**src/rtl/core/erld_pkg.sv**
```systemverilog
// Shared types and constants for the extent run-list decoder.
// No dependencies; every other file of the block refers to this package.
`timescale 1ns / 1ps

package erld_pkg;

  localparam int unsigned CLUSTER_W = 64;
  localparam int unsigned RUNS_W    = 16;

  localparam logic [RUNS_W-1:0] MAX_RUNS_RESET = 16'hFFFF;

  // Kind of a result item.
  localparam logic KIND_RUN    = 1'b0;
  localparam logic KIND_MARKER = 1'b1;

  // Why a list ended.
  typedef enum logic [1:0] {
    REASON_TERMINATOR = 2'd0,
    REASON_ZERO_LEN   = 2'd1,
    REASON_RUN_LIMIT  = 2'd2,
    REASON_WIDE_COUNT = 2'd3
  } reason_t;

  typedef struct packed {
    logic                 result_kind;
    logic [CLUSTER_W-1:0] run_lcn;
    logic [CLUSTER_W-1:0] run_length;
    logic                 sparse_run;
    logic [RUNS_W-1:0]    runs_so_far;
    reason_t              end_reason;
    logic                 last;
  } res_t;

endpackage

```
**src/rtl/core/extent_run_list_decoder.sv**
```systemverilog
// Top level of the extent run-list decoder: configuration register, byte
// decoder and result buffer. Depends on erld_pkg, erld_decode, erld_out_buf.
`timescale 1ns / 1ps

// The decoder takes one run-list byte per cycle while the skid stage is
// free; a result goes into the result register, or into the skid stage
// while another waits. The rate is set by the decode step, which inserts
// the byte into its field, sign-extends the delta and does the 64-bit
// cluster add in the cycle the byte arrives. A result register and a skid
// stage keep the input ready while one result waits; with two results
// waiting the input stalls until the consumer takes one. max_runs may be
// written at any time the block is idle and takes effect for the next byte.
module extent_run_list_decoder (
  input  logic        clk,
  input  logic        rst_n,
  input  logic        in_valid,
  output logic        in_ready,
  input  logic [7:0]  in_run_byte,
  input  logic        in_list_start,
  output logic        out_valid,
  input  logic        out_ready,
  output logic        out_result_kind,
  output logic [63:0] out_run_lcn,
  output logic [63:0] out_run_length,
  output logic        out_sparse_run,
  output logic [15:0] out_runs_so_far,
  output logic [1:0]  out_end_reason,
  output logic        out_last,
  input  logic        cfg_valid,
  output logic        cfg_ready,
  input  logic [15:0] cfg_max_runs
);

  logic [erld_pkg::RUNS_W-1:0] max_runs_r;
  logic                        step;
  logic                        res_valid;
  erld_pkg::res_t              res;
  erld_pkg::res_t              out_res;
  logic                        space;

  assign cfg_ready = 1'b1;
  assign in_ready  = space;
  assign step      = in_valid && space;

  always_ff @(posedge clk) begin
    if (!rst_n) begin
      max_runs_r <= erld_pkg::MAX_RUNS_RESET;
    end else if (cfg_valid) begin
      max_runs_r <= cfg_max_runs;
    end
  end

  erld_decode u_decode (
    .clk        (clk),
    .rst_n      (rst_n),
    .step       (step),
    .run_byte   (in_run_byte),
    .list_start (in_list_start),
    .max_runs   (max_runs_r),
    .res_valid  (res_valid),
    .res        (res)
  );

  erld_out_buf u_out_buf (
    .clk       (clk),
    .rst_n     (rst_n),
    .push      (step && res_valid),
    .push_data (res),
    .space     (space),
    .out_valid (out_valid),
    .out_data  (out_res),
    .out_ready (out_ready)
  );

  assign out_result_kind = out_res.result_kind;
  assign out_run_lcn     = out_res.run_lcn;
  assign out_run_length  = out_res.run_length;
  assign out_sparse_run  = out_res.sparse_run;
  assign out_runs_so_far = out_res.runs_so_far;
  assign out_end_reason  = out_res.end_reason;
  assign out_last        = out_res.last;

  // The input only stalls when both result slots are full.
  a_stall_needs_result: assert property (@(posedge clk) disable iff (!rst_n)
    !in_ready |-> out_valid)
    else $error("input stalled with no result waiting");

  // A marker always closes the list and carries no run.
  a_marker_is_last: assert property (@(posedge clk) disable iff (!rst_n)
    (out_valid && (out_result_kind == erld_pkg::KIND_MARKER)) |->
      (out_last && (out_run_lcn == 64'd0) && (out_run_length == 64'd0)))
    else $error("end marker malformed");

  // An open list reports no end reason.
  a_reason_only_at_end: assert property (@(posedge clk) disable iff (!rst_n)
    (out_valid && !out_last) |-> (out_end_reason == erld_pkg::REASON_TERMINATOR))
    else $error("end reason set on a run that does not close the list");

  // A stalled result stays put while the consumer is not ready.
  a_result_held: assert property (@(posedge clk) disable iff (!rst_n)
    (out_valid && !out_ready) |=> (out_valid && $stable(out_run_lcn)))
    else $error("waiting result changed");

endmodule

```
**src/rtl/core/erld_decode.sv**
```systemverilog
// Byte decoder of the run-list stream: header parsing, field collection and
// the cluster accumulation. Depends on erld_pkg for the result type.
`timescale 1ns / 1ps

module erld_decode (
  input  logic                           clk,
  input  logic                           rst_n,
  input  logic                           step,
  input  logic [7:0]                     run_byte,
  input  logic                           list_start,
  input  logic [erld_pkg::RUNS_W-1:0]    max_runs,
  output logic                           res_valid,
  output erld_pkg::res_t                 res
);

  typedef enum logic [3:0] {
    PH_HEADER = 4'b0001,
    PH_LENGTH = 4'b0010,
    PH_DELTA  = 4'b0100,
    PH_DONE   = 4'b1000
  } phase_t;

  // Places one byte into byte lane idx of a 64-bit accumulator.
  function automatic logic [63:0] insert_byte(input logic [63:0] acc,
                                              input logic [7:0]  b,
                                              input logic [2:0]  idx);
    logic [63:0] r;
    r = acc;
    for (int k = 0; k < 8; k++) begin
      if (idx == 3'(k)) begin
        r[8*k +: 8] = acc[8*k +: 8] | b;
      end
    end
    return r;
  endfunction

  // Sign-extends a delta of cnt bytes; an eight-byte delta is taken as it is.
  function automatic logic [63:0] sext_delta(input logic [63:0] d,
                                             input logic [3:0]  cnt);
    logic [63:0] r;
    logic        sgn;
    r   = d;
    sgn = 1'b0;
    for (int k = 1; k < 8; k++) begin
      if (cnt == 4'(k)) begin
        sgn = d[8*k-1];
      end
    end
    for (int k = 1; k < 8; k++) begin
      if (sgn && (4'(k) >= cnt)) begin
        r[8*k +: 8] = 8'hFF;
      end
    end
    return r;
  endfunction

  phase_t       phase_r, phase_nxt;
  logic [3:0]   bytes_left_r, bytes_left_nxt;
  logic [3:0]   length_count_r, length_count_nxt;
  logic [3:0]   delta_count_r, delta_count_nxt;
  logic [63:0]  length_acc_r, length_acc_nxt;
  logic [63:0]  delta_acc_r, delta_acc_nxt;
  logic [63:0]  cluster_r, cluster_nxt;
  logic [erld_pkg::RUNS_W-1:0] run_count_r, run_count_nxt;

  // State as seen by this item: a list start clears everything first.
  phase_t       phase_eff;
  logic [3:0]   bytes_left_eff, length_count_eff, delta_count_eff;
  logic [63:0]  length_acc_eff, delta_acc_eff, cluster_eff;
  logic [erld_pkg::RUNS_W-1:0] run_count_eff;

  logic [3:0]   lc, dc, bl_dec;
  logic [63:0]  length_ins, delta_ins, delta_used, cluster_sum;
  logic [erld_pkg::RUNS_W-1:0] run_count_inc;
  logic         finish;
  logic         sparse;
  logic         limit_hit;

  assign phase_eff        = list_start ? PH_HEADER : phase_r;
  assign bytes_left_eff   = list_start ? 4'd0 : bytes_left_r;
  assign length_count_eff = list_start ? 4'd0 : length_count_r;
  assign delta_count_eff  = list_start ? 4'd0 : delta_count_r;
  assign length_acc_eff   = list_start ? 64'd0 : length_acc_r;
  assign delta_acc_eff    = list_start ? 64'd0 : delta_acc_r;
  assign cluster_eff      = list_start ? 64'd0 : cluster_r;
  assign run_count_eff    = list_start ? '0 : run_count_r;

  assign lc     = run_byte[3:0];
  assign dc     = run_byte[7:4];
  assign bl_dec = bytes_left_eff - 4'd1;

  assign length_ins = insert_byte(length_acc_eff, run_byte,
                                  3'(length_count_eff - bytes_left_eff));
  assign delta_ins  = insert_byte(delta_acc_eff, run_byte,
                                  3'(delta_count_eff - bytes_left_eff));

  assign delta_used    = (phase_eff == PH_DELTA) ? delta_ins : delta_acc_eff;
  assign sparse        = (delta_count_eff == 4'd0);
  assign cluster_sum   = cluster_eff + sext_delta(delta_used, delta_count_eff);
  assign run_count_inc = run_count_eff + 1'b1;
  assign limit_hit     = (run_count_inc >= max_runs);

  always_comb begin
    phase_nxt        = phase_eff;
    bytes_left_nxt   = bytes_left_eff;
    length_count_nxt = length_count_eff;
    delta_count_nxt  = delta_count_eff;
    length_acc_nxt   = length_acc_eff;
    delta_acc_nxt    = delta_acc_eff;
    cluster_nxt      = cluster_eff;
    run_count_nxt    = run_count_eff;
    finish           = 1'b0;
    res_valid        = 1'b0;
    res.result_kind  = erld_pkg::KIND_MARKER;
    res.run_lcn      = '0;
    res.run_length   = '0;
    res.sparse_run   = 1'b0;
    res.runs_so_far  = run_count_eff;
    res.end_reason   = erld_pkg::REASON_TERMINATOR;
    res.last         = 1'b1;

    case (phase_eff)
      PH_HEADER: begin
        if (run_byte == 8'd0) begin
          res_valid = 1'b1;
          phase_nxt = PH_DONE;
        end else if (run_count_eff >= max_runs) begin
          res_valid      = 1'b1;
          res.end_reason = erld_pkg::REASON_RUN_LIMIT;
          phase_nxt      = PH_DONE;
        end else if (lc == 4'd0) begin
          res_valid      = 1'b1;
          res.end_reason = erld_pkg::REASON_ZERO_LEN;
          phase_nxt      = PH_DONE;
        end else if ((lc > 4'd8) || (dc > 4'd8)) begin
          res_valid      = 1'b1;
          res.end_reason = erld_pkg::REASON_WIDE_COUNT;
          phase_nxt      = PH_DONE;
        end else begin
          length_count_nxt = lc;
          delta_count_nxt  = dc;
          length_acc_nxt   = '0;
          delta_acc_nxt    = '0;
          bytes_left_nxt   = lc;
          phase_nxt        = PH_LENGTH;
        end
      end
      PH_LENGTH: begin
        length_acc_nxt = length_ins;
        bytes_left_nxt = bl_dec;
        if (bl_dec == 4'd0) begin
          if (sparse) begin
            finish = 1'b1;
          end else begin
            bytes_left_nxt = delta_count_eff;
            phase_nxt      = PH_DELTA;
          end
        end
      end
      PH_DELTA: begin
        delta_acc_nxt  = delta_ins;
        bytes_left_nxt = bl_dec;
        if (bl_dec == 4'd0) begin
          finish = 1'b1;
        end
      end
      default: begin
        // List closed: bytes are dropped until the next list start.
      end
    endcase

    if (finish) begin
      res_valid       = 1'b1;
      cluster_nxt     = sparse ? cluster_eff : cluster_sum;
      run_count_nxt   = run_count_inc;
      res.result_kind = erld_pkg::KIND_RUN;
      res.run_lcn     = sparse ? cluster_eff : cluster_sum;
      res.run_length  = length_acc_nxt;
      res.sparse_run  = sparse;
      res.runs_so_far = run_count_inc;
      res.last        = limit_hit;
      res.end_reason  = limit_hit ? erld_pkg::REASON_RUN_LIMIT
                                  : erld_pkg::REASON_TERMINATOR;
      phase_nxt       = limit_hit ? PH_DONE : PH_HEADER;
    end
  end

  always_ff @(posedge clk) begin
    if (!rst_n) begin
      phase_r        <= PH_HEADER;
      bytes_left_r   <= '0;
      length_count_r <= '0;
      delta_count_r  <= '0;
      length_acc_r   <= '0;
      delta_acc_r    <= '0;
      cluster_r      <= '0;
      run_count_r    <= '0;
    end else if (step) begin
      phase_r        <= phase_nxt;
      bytes_left_r   <= bytes_left_nxt;
      length_count_r <= length_count_nxt;
      delta_count_r  <= delta_count_nxt;
      length_acc_r   <= length_acc_nxt;
      delta_acc_r    <= delta_acc_nxt;
      cluster_r      <= cluster_nxt;
      run_count_r    <= run_count_nxt;
    end
  end

endmodule

```
**src/rtl/core/erld_out_buf.sv**
```systemverilog
// Result register with a skid stage, so that input readiness is registered.
// Depends on erld_pkg for the result type.
`timescale 1ns / 1ps

module erld_out_buf (
  input  logic           clk,
  input  logic           rst_n,
  input  logic           push,
  input  erld_pkg::res_t push_data,
  output logic           space,
  output logic           out_valid,
  output erld_pkg::res_t out_data,
  input  logic           out_ready
);

  logic           main_valid_r, main_valid_nxt;
  logic           skid_valid_r, skid_valid_nxt;
  erld_pkg::res_t main_r, main_nxt;
  erld_pkg::res_t skid_r, skid_nxt;
  logic           pop;

  assign pop       = main_valid_r && out_ready;
  assign space     = !skid_valid_r;
  assign out_valid = main_valid_r;
  assign out_data  = main_r;

  always_comb begin
    main_valid_nxt = main_valid_r;
    skid_valid_nxt = skid_valid_r;
    main_nxt       = main_r;
    skid_nxt       = skid_r;
    if (!main_valid_r || pop) begin
      if (skid_valid_r) begin
        // The waiting item moves up; a new one takes its place.
        main_nxt       = skid_r;
        main_valid_nxt = 1'b1;
        skid_nxt       = push_data;
        skid_valid_nxt = push;
      end else begin
        main_nxt       = push_data;
        main_valid_nxt = push;
      end
    end else if (push) begin
      skid_nxt       = push_data;
      skid_valid_nxt = 1'b1;
    end
  end

  always_ff @(posedge clk) begin
    if (!rst_n) begin
      main_valid_r <= 1'b0;
      skid_valid_r <= 1'b0;
    end else begin
      main_valid_r <= main_valid_nxt;
      skid_valid_r <= skid_valid_nxt;
    end
  end

  always_ff @(posedge clk) begin
    main_r <= main_nxt;
    skid_r <= skid_nxt;
  end

endmodule

```
**config.mk**
```make
export PLATFORM = sky130hd
export DESIGN_NAME = extent_run_list_decoder
export DESIGN_NICKNAME = d
export VERILOG_FILES = /design/src/rtl/core/erld_pkg.sv /design/src/rtl/core/extent_run_list_decoder.sv /design/src/rtl/core/erld_decode.sv /design/src/rtl/core/erld_out_buf.sv
export SDC_FILE = /design/constraint.sdc
export NUM_CORES = 1
export LEC_CHECK = 0
export ABC_CLOCK_PERIOD_IN_PS = 19400
export CAP_MARGIN = 10
export CORE_ASPECT_RATIO = 0.9
export CORE_MARGIN = 10
export CORE_UTILIZATION = 55
export DETAILED_ROUTE_END_ITERATION = 16
export DONT_BUFFER_PORTS = 1
export PLACE_DENSITY = 0.73
export SYNTH_ARGS = -nofsm -noshare
export SYNTH_HDL_FRONTEND = slang
export SYNTH_SLANG_ARGS = --single-unit
```
**constraint.sdc**
```tcl
create_clock -name clk -period 19.4 [get_ports clk]
set_input_delay 1.94 -clock clk [delete_from_list [all_inputs] [get_ports clk]]
set_output_delay 1.94 -clock clk [all_outputs]
set_load 0.03 [all_outputs]
```
* Word-level counts from Yosys, hierarchy flattened
Cells that the tools add are included.
Operators by class: add/subtract/negate cells 5, $lt $le $gt $ge 11, equality and inequality tests 25, mux-type cells 103, bitwise operators 16, reduce and logical (&&, ||, !) cells 22
Operators with widths (count):
- two-way mux 64 bit | 14
- two-way mux 149 bit | 5
- one-hot mux 64 bit (2 select lines) | 2
- two-way mux 8 bit | 23
- bitwise OR 8 bit | 16
- two-way mux 4 bit | 28
- adder 64 bit | 1
- >= comparator 16 bit | 2
- two-way mux 16 bit | 2
- equality test 3 bit, second input constant | 8
- equality test 4 x 3 -> 1 bit, second input constant | 5
- two-way mux 1 bit | 20
- adder 16 x 1 -> 16 bit, second input constant | 1
- >= comparator 3 x 4 -> 1 bit, first input constant | 4
- equality test 3 x 2 -> 1 bit, second input constant | 4
- equality test 4 x 2 -> 1 bit, second input constant | 3
- zero test 4 bit | 3
- two-way mux 2 bit | 6
- one-hot mux 4 bit (3 select lines) | 1
- logical AND 1 bit | 10
- equality test 4 x 1 -> 1 bit, second input constant | 2
- >= comparator 2 x 4 -> 1 bit, first input constant | 2
- greater-than comparator 4 bit, second input constant | 2
- zero test 8 bit | 1
- other kinds (12) | 17
Word-level totals: flip-flop bits (word level) 540, input bits 30, output and inout bits 152, logic and storage cells 207

* Depth between registers and ports, before layout
Gate-level depths: netlist of the first run.
depth in word-level cells 19, gate-level depth with buffers 32, mapped depth without buffers 25

* Cells and area by module
A second synthesis of the first run with hierarchy kept.
Second synthesis, totals: cell total of the unflattened synthesis 2703, area, all modules 27671.5 um^2
Modules (own cells, without submodules):
- erld_decode | instances 1, cells each 2173, area an instance 15920.3 um^2, sequential area each 4464.3 um^2
- erld_out_buf | instances 1, cells each 474, area an instance 11146.9 um^2, sequential area each 8988.6 um^2
- extent_run_list_decoder | instances 1, cells each 56, area an instance 604.3 um^2, sequential area each 320.3 um^2

* Worst setup path before layout of the first run
Ideal clock, no wire load.
kind input port to flip-flop, from input port out_ready, to register u_out_buf.skid_r[0] in the netlist's numbering (enable), setup time 2006 ps, arrival 16517 ps, required time 17394 ps, setup slack 877 ps, stages on the path 2, path buffers 0, cells stage by stage nand2b_1 o21ai_0
On the way: word-level cells in the longest chain between the ends 4, elaborated cells on any way between the ends 5, those cells by class 1 x eq/ne; 4 x reduce/logical
RTL lines:
- start, declared | line extent_run_list_decoder.sv:21 | input logic out_ready,
- logical AND 1 bit (*) | line erld_out_buf.sv:22 | assign pop = main_valid_r && out_ready;
- logical OR 1 bit (*) | line erld_out_buf.sv:32 | if (!main_valid_r || pop) begin
- inequality test 2 x 1 -> 1 bit (no source line) / nonzero test 2 bit (equally long branches)
- AND reduction 2 bit (no source line) (*)
- end signal, assigned | line erld_out_buf.sv:61 | skid_r <= skid_nxt;
- end, declared | line erld_out_buf.sv:19 | erld_pkg::res_t skid_r, skid_nxt;
Every way passes the cells marked *; elsewhere a longest branch is shown, timed or not. A chain may end at the register's enable or synchronous reset.

==> flow_metrics.env, run 1 <==
export IMPL_clockRootBuffer="clkbuf_16"
export IMPL_port_buffers=0
export IMPL_hold_start="u_decode.cluster_r[35]"
export IMPL_slew_headroom=0.2082
export IMPL_num_vias=22350
export IMPL_crit_arrival_ns=9.39
export IMPL_power_leakage_uw=0.01133
export IMPL_max_freq_mhz=111.1
export IMPL_dp_hpwl_um=57700
export IMPL_cts_setup_buffers=0
export IMPL_antenna_found_initial=1
export IMPL_synth_fp_nets=2989
export IMPL_tightest_slew_ns=1.175
export IMPL_wl_um=84590
export IMPL_track_usage=0.2739
export IMPL_crit_required_ns=19.78
export IMPL_grt_pass1_wl_um=129200
export IMPL_hold_viol_final=0
export IMPL_postPlaceCellArea_um2=28180
export IMPL_yosys_warnings=0
export IMPL_cts_tree="done"
export IMPL_rrSetupSlack_ns=12.04
export IMPL_period_minus_slack_ns=9.001
export IMPL_viasPerCell=6.435
export IMPL_routedWlPerCell_um=24.35
export IMPL_clk_pin_slew_worst_paths_ns=0.06
export IMPL_slew_violations=0
export IMPL_die_y_um=233.5
export IMPL_hold_path_class="flip-flop to flip-flop"
export IMPL_setup_worst_path_class="primary input to flip-flop"
export IMPL_overflow=0
export IMPL_rsz0062_at_grt="no"
export IMPL_rows=78
export IMPL_finalSetupTns_ns=0
export IMPL_htree_levels=2
export IMPL_avgSynthCellArea_um2=9.750
export IMPL_synth_area_um2=27850
export IMPL_yosysSeqAreaShare=0.4946
export IMPL_design_area_um2=30000
export IMPL_startpoint_type="primary input"
export IMPL_min_to="u_decode.cluster_r[35]"
export IMPL_die_x_um=257.2
export IMPL_synth_cell_types=88
export IMPL_finalSetupViolCount=0
export IMPL_grt_max_degree=160
export IMPL_slowest_stage="fa_1"
export IMPL_drt_iter0_markers=2414
export IMPL_final_layout_size_suffix_gt1_frac=0.07087
export IMPL_instances_no_fill=3474
export IMPL_synthArstFlopShare=0
export IMPL_cp_max_fo=159
export IMPL_first_pass_iters=6
export IMPL_end_kind="flip-flop"
export IMPL_synthCells=2856
export IMPL_timing_rr_end="u_out_buf.out_data[147]"
export IMPL_clock_skew_ns=0.01744
export IMPL_maxCapViolations=0
export IMPL_whs_path_depth=2
export IMPL_die_area_um2=60040
export IMPL_netlist_area_leader_share=0.3214
export IMPL_critPathMaxStageDelay_ns=0.74
export IMPL_nets=2880
export IMPL_ant_nets=0
export IMPL_antennaDiodeCount=0
export IMPL_ys_seq_elements=539
export IMPL_synthFlopType="edfxtp_1"
export IMPL_clk_path_buf_depth=3
export IMPL_numPlacedInstances=3369
export IMPL_synth_top_area_cell="edfxtp_1"
export IMPL_clk_latency_ns=0.63
export IMPL_postCtsHoldBufs=0
export IMPL_clock_sinks=539
export IMPL_drc_errors=0
export IMPL_outcome="finished clean"
export IMPL_p_per_area_nw_per_um2=82.02
export IMPL_cts_buffers=55
export IMPL_holdWs_ns=0.4530
export IMPL_area_growth_pct=7.742
export IMPL_crit_chain="inv_2 > nand2_1 > fa_1 > nor2b_1 > nor4b_1 > o21ai_1 > a21boi_1 > o31ai_1 > buf_4 > and2_1 > nor2b_1 > nor2b_2 > o221ai_1 > ha_1 > a21o_1 > a21o_1 > a21oi_1 > o21ai_0 > a31oi_1 > nor3_1 > a221oi_1 > a31oi_1 > mux2_4"
export IMPL_period_share=0.4640
export IMPL_vdd_ir_drop_max_uv=67.38
export IMPL_synth_edff_count=298
export IMPL_grt_pass1_vias=21060
export IMPL_p_total_uw=2461
export IMPL_ios=182
export IMPL_ctsResizeCount=0
export IMPL_core_um2=50260
export IMPL_synth_area_leaders="edfxtp_1 (32%), dfxtp_1 (17%), ha_1 (4.5%)"
export IMPL_gp_congestion=0.9672
export IMPL_start_util=0.5540
export IMPL_r2r_cells=25
export IMPL_rr_startpoint="u_decode.bytes_left_r[0]"
logic make-up after synthesis:
kind of cell | count (synthesis) | synth area share
AO/OA/AOI/OAI | 832 | 0.2122
XOR/XNOR | 83 | 0.02611
adder cells (fa/ha/maj) | 103 | 0.04709
buffers and inverters | 322 | 0.04610
flip-flops | 539 | 0.4946
multiplexers | 63 | 0.02512
other | 1 | 0.0001347
AND/OR/NAND/NOR | 913 | 0.1486
stage by stage:
step                      worst slack (ns)    util
after floorplan                     0.8766       -
after global placement               10.24  0.5607
after detailed placement             10.08  0.5607
after CTS                            10.77  0.5968
after global routing                 10.01  0.5969
final                                10.40  0.5969
state kept, by name, summed over array words and instances (netlist names):
register / cells
u_out_buf.out_valid: 1
u_out_buf.skid_r: 149
u_decode.length_acc_r: 64
u_decode.bytes_left_r: 4
u_out_buf.skid_valid_r: 1
u_decode.delta_acc_r: 64
max_runs_r: 16
u_decode.run_count_r: 16
u_decode.cluster_r: 64
u_decode.length_count_r: 3
u_decode.phase_r: 4
u_decode.delta_count_r: 4
u_out_buf.out_data: 149
worst max-delay path by stage:
stage / startpoint / to / slack [ns] / cells after the start
2_1_floorplan: out_ready / u_out_buf.skid_r[0] / 0.88 / 2
3_3_place_gp: in_list_start / u_out_buf.out_data[147] / 10.24 / 24
3_5_place_dp: in_list_start / u_out_buf.out_data[147] / 10.08 / 23
4_1_cts: in_list_start / u_out_buf.out_data[147] / 10.77 / 23
5_1_grt: in_list_start / u_out_buf.out_data[147] / 10.01 / 23
6_report: in_list_start / u_out_buf.out_data[147] / 10.40 / 23
per-layer routing:
layer	global-route usage	part of all wire
met5	0	0
met4	0.05727	0.018
met3	0.05222	0.082
met2	0.4253	0.45
met1	0.3933	0.45
cell type report:
cell class	count	area, µm²
Fill cell	4254	20260
Sequential cell	539	13780
Multi-Input combinational cell	1995	12840
Clock buffer	76	1538
Tap cell	680	850.8
Inverter	124	471.7
Clock inverter	28	276.5
Timing Repair Buffer	32	250.2
critical path: cells and delay by family:
family                     cells  cell delay, ns
adders and majority gates      2            1.16
and+or+nand+nor                7            2.21
muxes                          1            0.30
AOI/OAI and AO/OA             11            2.71
buffers and inverters          2            0.94
report_power, final:
| part | switching (µW) | internal, µW |
|---|---|---|
| clock | 463 | 599 |
| sequential | 51.1 | 1230 |
| combinational | 85.4 | 29.7 |
| total | 600 | 1860 |
cell usage in the layout, fill, tap and decap left out, types with 11 or more instances in the layout:
cell type  instances
clkbuf_16         55
o21a_1            13
o31ai_1           80
nand2_1          330
o22ai_1           68
xor2_1            32
o21ai_0           89
mux2i_1           11
mux2_2            50
ha_1             100
a22oi_1           91
o211ai_1          27
a31oi_1           19
inv_1            120
and3_1            25
o221ai_1          50
buf_4             30
and2_1            20
clkbuf_1          11
a21o_1            53
a2bb2oi_1         11
a311oi_1          11
nand2b_1          21
xnor2_1           51
nor3_1            38
nand3_1           51
or3_1             14
nor2_1           265
a22o_1            66
edfxtp_1         298
o21bai_1          19
nand4_1           21
dfxtp_1          240
a21oi_1          133
a32oi_1           11
nor2b_1           92
Yosys cell counts (30+ instances only):
cell	number
xnor2_1	51
dfxtp_1	241
a21o_1	53
a21oi_1	135
buf_1	30
o31ai_1	80
ha_1	100
o22ai_1	68
xor2_1	32
edfxtp_1	298
nor2_1	267
o221ai_1	50
nor2b_1	93
nor3_1	38
clkbuf_1	146
nand2_1	331
o21ai_0	90
a22oi_1	91
a22o_1	66
inv_1	121
mux2_2	50
nand3_1	51
Note: power is estimated with default switching activity, not from simulation.
==> run 2, diff against run 1 <==
--- a/config.mk
+++ b/config.mk
@@ -5,14 +5,14 @@
 export SDC_FILE = /design/constraint.sdc
 export NUM_CORES = 1
 export LEC_CHECK = 0
-export ABC_CLOCK_PERIOD_IN_PS = 19400
+export ABC_CLOCK_PERIOD_IN_PS = 9000
 export CAP_MARGIN = 10
 export CORE_ASPECT_RATIO = 0.9
 export CORE_MARGIN = 10
 export CORE_UTILIZATION = 55
 export DETAILED_ROUTE_END_ITERATION = 16
 export DONT_BUFFER_PORTS = 1
-export PLACE_DENSITY = 0.73
+export PLACE_DENSITY = 0.7
 export SYNTH_ARGS = -nofsm -noshare
 export SYNTH_HDL_FRONTEND = slang
 export SYNTH_SLANG_ARGS = --single-unit
==> constraint.sdc (replaced) <==
create_clock -name clk -period 9 [get_ports clk]
set_input_delay 0.9 -clock clk [delete_from_list [all_inputs] [get_ports clk]]
set_output_delay 0.9 -clock clk [all_outputs]
set_load 0.03 [all_outputs]
==> run 2 against run 1 <==
Against the previous run:
- final area about the same
- sequential power up 120%
- routed wire length is 0.12% lower
- global-route usage increased by 0.065 points
- via count about the same
- critical path depth rose by 3
- worst hold slack got worse by 0.084 ns
- critical path type is now flip-flop to flip-flop
- largest cell class unchanged
- largest power group unchanged
- highest routed layer unchanged
==> flow_metrics.env, run 2 (synthesis gave the netlist of run 1 again) <==
export IMPL_outcome="finished clean"
export IMPL_die_y_um=233.5
export IMPL_num_vias=22360
export IMPL_port_buffers=0
export IMPL_drt_iter0_markers=2324
export IMPL_nets=2879
export IMPL_holdWs_ns=0.3692
export IMPL_antenna_found_initial=3
export IMPL_slew_violations=0
export IMPL_gp_congestion=0.9692
export IMPL_track_usage=0.2746
export IMPL_critPathMostFrequentCell="inv_1"
export IMPL_end_kind="flip-flop"
export IMPL_clk_pin_slew_worst_paths_ns=0.07
export IMPL_instances_no_fill=3474
export IMPL_critPathMaxStageDelay_ns=0.72
export IMPL_die_x_um=257.2
export IMPL_drc_errors=0
export IMPL_design_area_um2=30020
export IMPL_cts_setup_buffers=0
export IMPL_p_per_area_nw_per_um2=177.9
export IMPL_min_to="max_runs_r[0]"
export IMPL_max_freq_mhz=140.8
export IMPL_final_cell_mix="nand2_1 (330), edfxtp_1 (298), nor2_1 (265), dfxtp_1 (240), a21oi_1 (132)"
export IMPL_cp_max_fo=11
export IMPL_finalSetupViolCount=0
export IMPL_maxCapViolations=0
export IMPL_clk_latency_ns=0.63
export IMPL_numPlacedInstances=3368
export IMPL_core_um2=50260
export IMPL_mostFrequentLayoutCell="nand2_1"
export IMPL_whs_path_depth=1
export IMPL_crit_family="compound AO/OA/AOI/OAI gates"
export IMPL_timing_rr_end="u_out_buf.out_data[143]"
export IMPL_fillCellCount=4273
export IMPL_routedWlPerCell_um=24.32
export IMPL_die_area_um2=60040
export IMPL_slew_headroom=0.2544
export IMPL_ctsResizeCount=0
export IMPL_start_util=0.5540
export IMPL_crit_arrival_ns=7.48
export IMPL_rr_startpoint="u_decode.bytes_left_r[0]"
export IMPL_clock_skew_ns=0.02011
export IMPL_period_share=0.7894
export IMPL_hold_start="rst_n"
export IMPL_vdd_ir_drop_max_uv=167.8
export IMPL_r2r_cells=26
export IMPL_slowest_stage="fa_1"
export IMPL_wl_um=84480
export IMPL_dp_hpwl_um=58110
export IMPL_area_growth_pct=7.796
export IMPL_ios=182
export IMPL_ant_nets=0
export IMPL_final_layout_size_suffix_gt1_frac=0.07161
export IMPL_viasPerCell=6.436
export IMPL_hold_viol_final=0
export IMPL_startpoint_type="flip-flop"
export IMPL_hold_path_class="primary input to flip-flop"
export IMPL_cp_num_buf_inv=5
export IMPL_cts_tree="done"
export IMPL_tightest_slew_ns=1.110
export IMPL_clock_sinks=539
export IMPL_period_minus_slack_ns=7.104
export IMPL_overflow=0
export IMPL_power_leakage_uw=0.01133
export IMPL_grt_pass1_vias=21420
export IMPL_finalSetupTns_ns=0
export IMPL_clockRootBuffer="clkbuf_16"
export IMPL_grt_max_degree=160
export IMPL_cts_buffers=55
export IMPL_crit_required_ns=9.37
export IMPL_grt_pass1_wl_um=130100
export IMPL_clk_path_buf_depth=3
export IMPL_rsz0062_at_grt="no"
export IMPL_htree_levels=2
export IMPL_rows=78
export IMPL_setup_worst_path_class="flip-flop to flip-flop"
export IMPL_rrSetupSlack_ns=1.90
export IMPL_postCtsHoldBufs=0
export IMPL_postPlaceCellArea_um2=28170
export IMPL_first_pass_iters=6
[run 2: cell type report]
class,instances,area [µm²],share of cell area
clock buffer,70,1485,0.04948
timing repair buffer,31,227.7,0.007586
inverter,124,473.0,0.01576
antenna,1,2.502,0.00008337
clock inverter,34,350.3,0.01167
tap,680,850.8,0.02835
sequential,539,13780,0.4590
multi-input combinational,1995,12850,0.4281
[run 2: worst max-delay path by stage]
stage,from,to,depth (start not counted)
5_1_grt,u_decode.bytes_left_r[0],u_out_buf.out_data[142],26
2_1_floorplan,in_list_start,u_out_buf.skid_r[0],16
4_1_cts,u_decode.bytes_left_r[0],u_out_buf.out_data[142],26
3_3_place_gp,in_list_start,u_out_buf.out_data[142],24
6_report,u_decode.bytes_left_r[0],u_out_buf.out_data[143],26
3_5_place_dp,in_list_start,u_out_buf.out_data[147],25
[run 2: metrics by stage]
stage	setup slack, ns	util	total power (µW)
final	1.896	0.5972	5339
after detailed placement	1.433	0.5605	3067
after CTS	2.034	0.5971	5363
after global routing	1.446	0.5972	5489
after floorplan	1.609	-	3004
after global placement	1.538	0.5604	3058
[run 2: per-layer routing]
| metal | vias up | track usage | share of wire |
|---|---|---|---|
| met5 | - | 0 | 0 |
| met2 | 936 | 0.4251 | 0.45 |
| li1 | 10330 | - | - |
| met3 | 114 | 0.06646 | 0.087 |
| met4 | 0 | 0.06540 | 0.019 |
| met1 | 10980 | 0.3832 | 0.45 |
[run 2: power breakdown]
group | total [µW] | switching (µW) | internal, µW
clock network | 2320 | 1020 | 1300
registers | 2770 | 112 | 2660
logic | 249 | 186 | 63.6
total | 5340 | 1320 | 4020
